===== src/sv/vsc_pkg.sv =====
// ============================================================================
// vsc_pkg - shared types and constants for the sync-checking pixel capture
// Item layouts, timing register codes and reset values, channel scaling.
// ============================================================================
package vsc_pkg;

    localparam int CNT_W   = 12;   // column and line counters
    localparam int POS_W   = 11;   // captured pixel position
    localparam int SAMP_W  = 4;    // raw color sample
    localparam int CHAN_W  = 8;    // scaled color channel
    localparam int LEN8_W  = 8;    // porch and sync lengths
    localparam int LEN11_W = 11;   // active lengths
    localparam int CFG_IDX_W  = 3;
    localparam int CFG_DATA_W = LEN11_W;

    localparam int DEF_RED_BITS   = 4;
    localparam int DEF_GREEN_BITS = 4;
    localparam int DEF_BLUE_BITS  = 4;

    localparam logic [LEN8_W-1:0]  RST_HSYNC_LEN   = 8'd96;
    localparam logic [LEN8_W-1:0]  RST_HBACK_LEN   = 8'd48;
    localparam logic [LEN11_W-1:0] RST_HACTIVE_LEN = 11'd640;
    localparam logic [LEN8_W-1:0]  RST_HFRONT_LEN  = 8'd16;
    localparam logic [LEN8_W-1:0]  RST_VSYNC_LEN   = 8'd2;
    localparam logic [LEN8_W-1:0]  RST_VBACK_LEN   = 8'd33;
    localparam logic [LEN11_W-1:0] RST_VACTIVE_LEN = 11'd480;
    localparam logic [LEN8_W-1:0]  RST_VFRONT_LEN  = 8'd10;

    typedef enum logic [CFG_IDX_W-1:0] {
        CFG_HSYNC_LEN   = 3'd0,
        CFG_HBACK_LEN   = 3'd1,
        CFG_HACTIVE_LEN = 3'd2,
        CFG_HFRONT_LEN  = 3'd3,
        CFG_VSYNC_LEN   = 3'd4,
        CFG_VBACK_LEN   = 3'd5,
        CFG_VACTIVE_LEN = 3'd6,
        CFG_VFRONT_LEN  = 3'd7
    } cfg_reg_t;

    typedef struct packed {
        logic [LEN8_W-1:0]  hsync_len;
        logic [LEN8_W-1:0]  hback_len;
        logic [LEN11_W-1:0] hactive_len;
        logic [LEN8_W-1:0]  hfront_len;
        logic [LEN8_W-1:0]  vsync_len;
        logic [LEN8_W-1:0]  vback_len;
        logic [LEN11_W-1:0] vactive_len;
        logic [LEN8_W-1:0]  vfront_len;
    } timing_cfg_t;

    typedef struct packed {
        logic              hsync_level;
        logic              vsync_level;
        logic [SAMP_W-1:0] red_in;
        logic [SAMP_W-1:0] green_in;
        logic [SAMP_W-1:0] blue_in;
    } in_item_t;

    typedef struct packed {
        logic [POS_W-1:0]  pixel_x;
        logic [POS_W-1:0]  pixel_y;
        logic [CHAN_W-1:0] red_out;
        logic [CHAN_W-1:0] green_out;
        logic [CHAN_W-1:0] blue_out;
    } out_item_t;

    // Result handed from the tracker to the output buffer
    typedef struct packed {
        logic      valid;
        out_item_t item;
    } result_t;

    // Tracker status, watched at the top level
    typedef struct packed {
        logic [CNT_W-1:0] column;
        logic [CNT_W-1:0] line;
        logic             sync_err;
    } track_status_t;

    // Keep the low bits of the sample, then floor(s * 255 / 2^bits)
    function automatic logic [CHAN_W-1:0] scale_chan(input logic [SAMP_W-1:0] v,
                                                     input int unsigned bits);
        logic [CHAN_W-1:0]   mask;
        logic [CHAN_W-1:0]   s;
        logic [2*CHAN_W-1:0] prod;
        mask = CHAN_W'((9'd1 << bits) - 9'd1);
        s    = {{(CHAN_W-SAMP_W){1'b0}}, v} & mask;
        prod = {{CHAN_W{1'b0}}, s} * 16'd255;
        return CHAN_W'(prod >> bits);
    endfunction

endpackage


===== src/sv/vga_sync_checking_pixel_capture_top.sv =====
// ============================================================================
// vga_sync_checking_pixel_capture_top - sync-checking video pixel capture
// Tracks position from hsync/vsync, relocks on any sync mismatch and emits
// the active-window pixels with each color channel scaled to 8 bits.
// ============================================================================
//
//  channel | signals                                | direction | handshake
//  --------+----------------------------------------+-----------+-----------
//  input   | in_valid, in_ready, in_item            | in        | valid/ready
//  output  | out_valid, out_ready, out_item         | out       | valid/ready
//  config  | cfg_we, cfg_index, cfg_data            | in        | write enable
//
//  One item per cycle while in_ready is high: the sync check, capture and
//  counter advance for an item happen in the cycle it is accepted, and its
//  result is registered in the output or skid register. The 12-bit counter
//  increment and compare against the line total set the cycle time.
//  rst_n clears the counters and the output buffer, and loads the default
//  640x480 timing. A stalled consumer fills the output register and then
//  the skid stage; in_ready drops only once both hold a result.
//
module vga_sync_checking_pixel_capture_top
    import vsc_pkg::*;
#(
    parameter int RED_BITS   = DEF_RED_BITS,
    parameter int GREEN_BITS = DEF_GREEN_BITS,
    parameter int BLUE_BITS  = DEF_BLUE_BITS
)
(
    input  logic                  clk,
    input  logic                  rst_n,

    input  logic                  in_valid,
    output logic                  in_ready,
    input  in_item_t              in_item,

    output logic                  out_valid,
    input  logic                  out_ready,
    output out_item_t             out_item,

    input  logic                  cfg_we,
    input  logic [CFG_IDX_W-1:0]  cfg_index,
    input  logic [CFG_DATA_W-1:0] cfg_data
);

    timing_cfg_t   cfg_reg, cfg_next;
    result_t       result;
    track_status_t status;
    logic          space;
    logic          in_fire;

    // ------------------------------------------------------------------
    // Timing registers: load one register per write, no read-back
    // ------------------------------------------------------------------
    always_comb
    begin
        cfg_next = cfg_reg;
        if (cfg_we)
        begin
            case (cfg_index)
                CFG_HSYNC_LEN:   cfg_next.hsync_len   = cfg_data[LEN8_W-1:0];
                CFG_HBACK_LEN:   cfg_next.hback_len   = cfg_data[LEN8_W-1:0];
                CFG_HACTIVE_LEN: cfg_next.hactive_len = cfg_data[LEN11_W-1:0];
                CFG_HFRONT_LEN:  cfg_next.hfront_len  = cfg_data[LEN8_W-1:0];
                CFG_VSYNC_LEN:   cfg_next.vsync_len   = cfg_data[LEN8_W-1:0];
                CFG_VBACK_LEN:   cfg_next.vback_len   = cfg_data[LEN8_W-1:0];
                CFG_VACTIVE_LEN: cfg_next.vactive_len = cfg_data[LEN11_W-1:0];
                CFG_VFRONT_LEN:  cfg_next.vfront_len  = cfg_data[LEN8_W-1:0];
                default:         cfg_next             = cfg_reg;
            endcase
        end
    end

    always_ff @(posedge clk or negedge rst_n)
    begin
        if (!rst_n)
        begin
            cfg_reg.hsync_len   <= RST_HSYNC_LEN;
            cfg_reg.hback_len   <= RST_HBACK_LEN;
            cfg_reg.hactive_len <= RST_HACTIVE_LEN;
            cfg_reg.hfront_len  <= RST_HFRONT_LEN;
            cfg_reg.vsync_len   <= RST_VSYNC_LEN;
            cfg_reg.vback_len   <= RST_VBACK_LEN;
            cfg_reg.vactive_len <= RST_VACTIVE_LEN;
            cfg_reg.vfront_len  <= RST_VFRONT_LEN;
        end
        else
        begin
            cfg_reg <= cfg_next;
        end
    end

    // ------------------------------------------------------------------
    // Accept an item whenever the skid stage is free
    // ------------------------------------------------------------------
    assign in_ready = space;
    assign in_fire  = in_valid && in_ready;

    // Check sync, capture the pixel and advance the counters
    vsc_tracker #(
        .RED_BITS   (RED_BITS),
        .GREEN_BITS (GREEN_BITS),
        .BLUE_BITS  (BLUE_BITS)
    ) u_tracker (
        .clk    (clk),
        .rst_n  (rst_n),
        .step   (in_fire),
        .item   (in_item),
        .cfg    (cfg_reg),
        .result (result),
        .status (status)
    );

    // Hold results until the consumer takes them
    vsc_out_buf u_out_buf (
        .clk       (clk),
        .rst_n     (rst_n),
        .result    (result),
        .space     (space),
        .out_valid (out_valid),
        .out_ready (out_ready),
        .out_item  (out_item)
    );

    // ------------------------------------------------------------------
    // Assertions
    // ------------------------------------------------------------------

    // A sync mismatch relocks both counters to the frame start
    assert property (@(posedge clk) disable iff (!rst_n)
        in_fire && status.sync_err |=> (status.column == '0) && (status.line == '0))
        else $error("counters not cleared after sync mismatch");

    // No result comes from an item that failed the sync check
    assert property (@(posedge clk) disable iff (!rst_n)
        result.valid |-> in_fire && !status.sync_err)
        else $error("result produced without a clean accepted item");

    // Counters move only on an accepted item
    assert property (@(posedge clk) disable iff (!rst_n)
        !in_fire |=> $stable(status.column) && $stable(status.line))
        else $error("counters moved without an accepted item");

    // Input side stalls only when a result is already waiting at the output
    assert property (@(posedge clk) disable iff (!rst_n)
        !in_ready |-> out_valid)
        else $error("input stalled with an empty output register");

endmodule


===== src/sv/vsc_tracker.sv =====
// ============================================================================
// vsc_tracker - position counters, sync check and pixel capture
// Checks sync against the counters, forms the result, advances the counters.
// ============================================================================
module vsc_tracker
    import vsc_pkg::*;
#(
    parameter int RED_BITS   = DEF_RED_BITS,
    parameter int GREEN_BITS = DEF_GREEN_BITS,
    parameter int BLUE_BITS  = DEF_BLUE_BITS
)
(
    input  logic          clk,
    input  logic          rst_n,
    input  logic          step,
    input  in_item_t      item,
    input  timing_cfg_t   cfg,
    output result_t       result,
    output track_status_t status
);

    logic [CNT_W-1:0] column_reg, column_next;
    logic [CNT_W-1:0] line_reg, line_next;

    logic [CNT_W-1:0] hs_end, hd_start, hd_end, h_total;
    logic [CNT_W-1:0] vs_end, vd_start, vd_end, v_total;
    logic [CNT_W-1:0] col_inc, col_wrap, line_inc, line_wrap;
    logic             h_bad, v_bad, sync_err, in_window;

    // Region limits from the timing registers; all sums stay within 12 bits
    assign hs_end   = {{(CNT_W-LEN8_W){1'b0}}, cfg.hsync_len};
    assign hd_start = hs_end + {{(CNT_W-LEN8_W){1'b0}}, cfg.hback_len};
    assign hd_end   = hd_start + {{(CNT_W-LEN11_W){1'b0}}, cfg.hactive_len};
    assign h_total  = hd_end + {{(CNT_W-LEN8_W){1'b0}}, cfg.hfront_len};
    assign vs_end   = {{(CNT_W-LEN8_W){1'b0}}, cfg.vsync_len};
    assign vd_start = vs_end + {{(CNT_W-LEN8_W){1'b0}}, cfg.vback_len};
    assign vd_end   = vd_start + {{(CNT_W-LEN11_W){1'b0}}, cfg.vactive_len};
    assign v_total  = vd_end + {{(CNT_W-LEN8_W){1'b0}}, cfg.vfront_len};

    // Sync must be low inside the sync region and high past it
    assign h_bad    = (column_reg < hs_end) ? item.hsync_level : !item.hsync_level;
    assign v_bad    = (line_reg < vs_end) ? item.vsync_level : !item.vsync_level;
    assign sync_err = h_bad || v_bad;

    assign in_window = (column_reg >= hd_start) && (column_reg < hd_end) &&
                       (line_reg >= vd_start) && (line_reg < vd_end);

    assign col_inc   = column_reg + 12'd1;
    assign col_wrap  = (col_inc == h_total) ? '0 : col_inc;
    assign line_inc  = (col_wrap == '0) ? (line_reg + 12'd1) : line_reg;
    assign line_wrap = (line_inc == v_total) ? '0 : line_inc;

    always_comb
    begin
        column_next = column_reg;
        line_next   = line_reg;
        if (step)
        begin
            if (sync_err)
            begin
                column_next = '0;
                line_next   = '0;
            end
            else
            begin
                column_next = col_wrap;
                line_next   = line_wrap;
            end
        end
    end

    always_ff @(posedge clk or negedge rst_n)
    begin
        if (!rst_n)
        begin
            column_reg <= '0;
            line_reg   <= '0;
        end
        else
        begin
            column_reg <= column_next;
            line_reg   <= line_next;
        end
    end

    logic [CNT_W-1:0] x_full, y_full;
    assign x_full = column_reg - hd_start;
    assign y_full = line_reg - vd_start;

    assign result.valid          = step && !sync_err && in_window;
    assign result.item.pixel_x   = x_full[POS_W-1:0];
    assign result.item.pixel_y   = y_full[POS_W-1:0];
    assign result.item.red_out   = scale_chan(item.red_in, RED_BITS);
    assign result.item.green_out = scale_chan(item.green_in, GREEN_BITS);
    assign result.item.blue_out  = scale_chan(item.blue_in, BLUE_BITS);

    assign status.column   = column_reg;
    assign status.line     = line_reg;
    assign status.sync_err = sync_err;

endmodule


===== src/sv/vsc_out_buf.sv =====
// ============================================================================
// vsc_out_buf - result register with a skid stage
// Holds results while the consumer stalls; input side stops when both fill.
// ============================================================================
module vsc_out_buf
    import vsc_pkg::*;
(
    input  logic      clk,
    input  logic      rst_n,
    input  result_t   result,
    output logic      space,
    output logic      out_valid,
    input  logic      out_ready,
    output out_item_t out_item
);

    logic      main_valid_reg, main_valid_next;
    logic      skid_valid_reg, skid_valid_next;
    out_item_t main_reg, main_next;
    out_item_t skid_reg, skid_next;

    always_comb
    begin
        main_valid_next = main_valid_reg;
        skid_valid_next = skid_valid_reg;
        main_next       = main_reg;
        skid_next       = skid_reg;
        if (!main_valid_reg || out_ready)
        begin
            if (skid_valid_reg)
            begin
                // drain the skid stage first; no push arrives while it is full
                main_next       = skid_reg;
                main_valid_next = 1'b1;
                skid_valid_next = 1'b0;
            end
            else
            begin
                main_next       = result.item;
                main_valid_next = result.valid;
            end
        end
        else if (result.valid)
        begin
            skid_next       = result.item;
            skid_valid_next = 1'b1;
        end
    end

    always_ff @(posedge clk or negedge rst_n)
    begin
        if (!rst_n)
        begin
            main_valid_reg <= 1'b0;
            skid_valid_reg <= 1'b0;
        end
        else
        begin
            main_valid_reg <= main_valid_next;
            skid_valid_reg <= skid_valid_next;
        end
    end

    always_ff @(posedge clk)
    begin
        main_reg <= main_next;
        skid_reg <= skid_next;
    end

    assign space     = !skid_valid_reg;
    assign out_valid = main_valid_reg;
    assign out_item  = main_reg;

endmodule

===== config.mk =====
export PLATFORM = sky130hd
export DESIGN_NAME = vga_sync_checking_pixel_capture_top
export DESIGN_NICKNAME = d
export VERILOG_FILES = /design/src/sv/vsc_pkg.sv /design/src/sv/vga_sync_checking_pixel_capture_top.sv /design/src/sv/vsc_tracker.sv /design/src/sv/vsc_out_buf.sv
export SDC_FILE = /design/constraint.sdc
export NUM_CORES = 1
export LEC_CHECK = 0
export ABC_CLOCK_PERIOD_IN_PS = 10300
export BUFFER_PORTS_ARGS = -buffer_cell sky130_fd_sc_hd__buf_2
export CAP_MARGIN = 15
export CORE_MARGIN = 2
export CORE_UTILIZATION = 25
export DETAILED_ROUTE_END_ITERATION = 10
export PLACE_DENSITY = 0.42
export SYNTH_ARGS = -nofsm -noshare
export SYNTH_HDL_FRONTEND = slang
export SYNTH_HIERARCHICAL = 1
export SYNTH_SLANG_ARGS = --single-unit

===== constraint.sdc =====
create_clock -name clk -period 10.3 [get_ports clk]
set_input_delay 2.06 -clock clk [delete_from_list [all_inputs] [get_ports clk]]
set_output_delay 2.06 -clock clk [all_outputs]
set_load 0.05 [all_outputs]

==> impl_metrics.tcl <==
set metrics [dict create \
    final_cells 1977 \
    cts_hold_buffers 0 \
    finalInstanceArea_sq_um 15100 \
    drt-initial-drc-count 405 \
    layout.nets 1474 \
    post-route-min-period_ns 7.05 \
    port_buffers 80 \
    ir_drop_mv 0.170 \
    finalClockSkew_ns 0.0119 \
    initial_core_util 0.254 \
    finalPower_mw 5.12 \
    worstMarginPinSlew_ns 1.14 \
    most-common-layout-cells "ha_1, inv_1, mux2_2" \
    worstHoldPathCells 1 \
    final_common_cell "ha_1" \
    grt_pass1_wl_microns 52800 \
    hold_viol 0 \
    largest_reg_flops 70 \
    routed-via-count 9047 \
    syn_area_per_cell_sq_um 11.1 \
    crit_type "flip-flop to flip-flop" \
    cp.required_ns 10.63 \
    antenna_found_initial 2 \
    clkSinkCount 188 \
    ios 81 \
    rows 84 \
    max_freq_ghz 0.142 \
    hp-class "flip-flop to flip-flop" \
    drt_pass1_iterations 7 \
    netlist_instances 1203 \
    post-route-drc-count 0 \
    cp_slowest_cell "a41oi_1" \
    cts_tree "yes" \
    cts-resized-gates 0 \
    clk_pin_slew_ns 0.08 \
    clkLatencyLatePin_ns 0.49 \
    grt_overflow 0 \
    setup_tns_ns 0 \
    worst_slack_ns 3.25 \
    drive_above_1_share 0.213 \
    die_w_microns 235 \
    endpoint_kind "flip-flop" \
    p_leak_nw 6.77 \
    wl_per_cell_microns 16.6 \
    critPathMaxStageDelay_ns 0.90 \
    ant_nets 0 \
    die_area_sq_um 55400 \
    path_cells "ha_1, fa_1, a21o_1, a21oi_1, xnor2_1, ha_1, and2_1, a221oi_2, nand2_1, a21o_1, a21o_1, xor2_1, ha_1, nand3_1, a31o_2, a211oi_1, xnor3_1, a41oi_1, nor3_1, xnor2_1, nand4_1, nor4b_4, a211oi_1" \
    grt_max_degree 60 \
    grt_use_total 0.124 \
    cp_max_fo 12 \
    status "completed" \
    wirelength_microns 32800 \
    max_cap_violations 0 \
    gp_congestion 0.824 \
    finalSetupViolCount 0 \
    grt_pass1_vias 9250 \
    rr_worst_depth 23 \
    place.detailed.hpwl_microns 25100 \
    preCtsSetupSlack_ns 3.30 \
    finalCritPeriodShare 0.685 \
    final_util 0.287 \
    die_h_microns 235 \
    clk_path_buf_depth 2 \
    core_sq_um 52800 \
    p_per_area_nw_per_um2 338 \
    vias_per_cell 4.58 \
    numCtsBuffers 17 \
    htreeDepth 4 \
    start_kind "flip-flop" \
    diodes 0 \
    maxSlewHeadroom 0.233 \
    place_inst 1945 \
    netlist_area_sq_um 13400 \
    whs_ns 0.519 \
    synth_fp_nets 1401 \
    maxSlewViolCount 0 \
    rsz0062_at_grt "false" \
    critPathArrivalTime_ns 7.39 \
    clockRootBuffer "clkbuf_16" \
    yosys_warnings 6 \
    postCtsSetupRepairBufs 0 \
    area_growth_pct 13.1 \
    place_area_sq_um 14500 \
]
## per-layer routing
layer  GRT usage  up-vias  wire, microns
met5           0        -             22
met4      0.0484        4            650
met3      0.0260       37           1190
met2       0.188      145          14100
met1       0.173     4385          16900
li1            -     4476              -
## worst max-delay path: cells and delay by family, from the launching register on
family | cells | cell delay (ns)
flops | 1 | 0.40
simple gates | 6 | 1.46
compound gates | 9 | 2.73
fa+ha+maj | 4 | 1.33
xor+xnor | 4 | 0.99
## where the power goes
group          internal [mW]  switching (mW)  leakage [nW]
registers               1.01          0.0767          2.07
clock network          0.366           0.337         0.293
logic                   1.40            1.93          4.41
total                   2.78            2.34          6.77
## worst paths after layout
kind / start / to / slack, ns
worst max-delay path: cfg_reg[54] / u_tracker/line_reg[8] / 3.25
worst min-delay path: cfg_reg[35] / cfg_reg[35] / 0.52
worst max register to register: cfg_reg[54] / u_tracker/line_reg[8] / 3.25
worst min register to register: cfg_reg[35] / cfg_reg[35] / 0.52
max in group asynchronous: rst_n / cfg_reg[31] / 7.56
min in group asynchronous: rst_n / cfg_reg[60] / 1.55
## area by class of cell
class	instances	area (sq um)
fillers	5527	37600
multi-input cells	860	7580
flip-flops and latches	188	5190
well taps	688	861
inverters	122	458
repair buffers	87	455
clock buffers	17	425
clock inverters	15	183
Power figures use the tool's default switching activity.
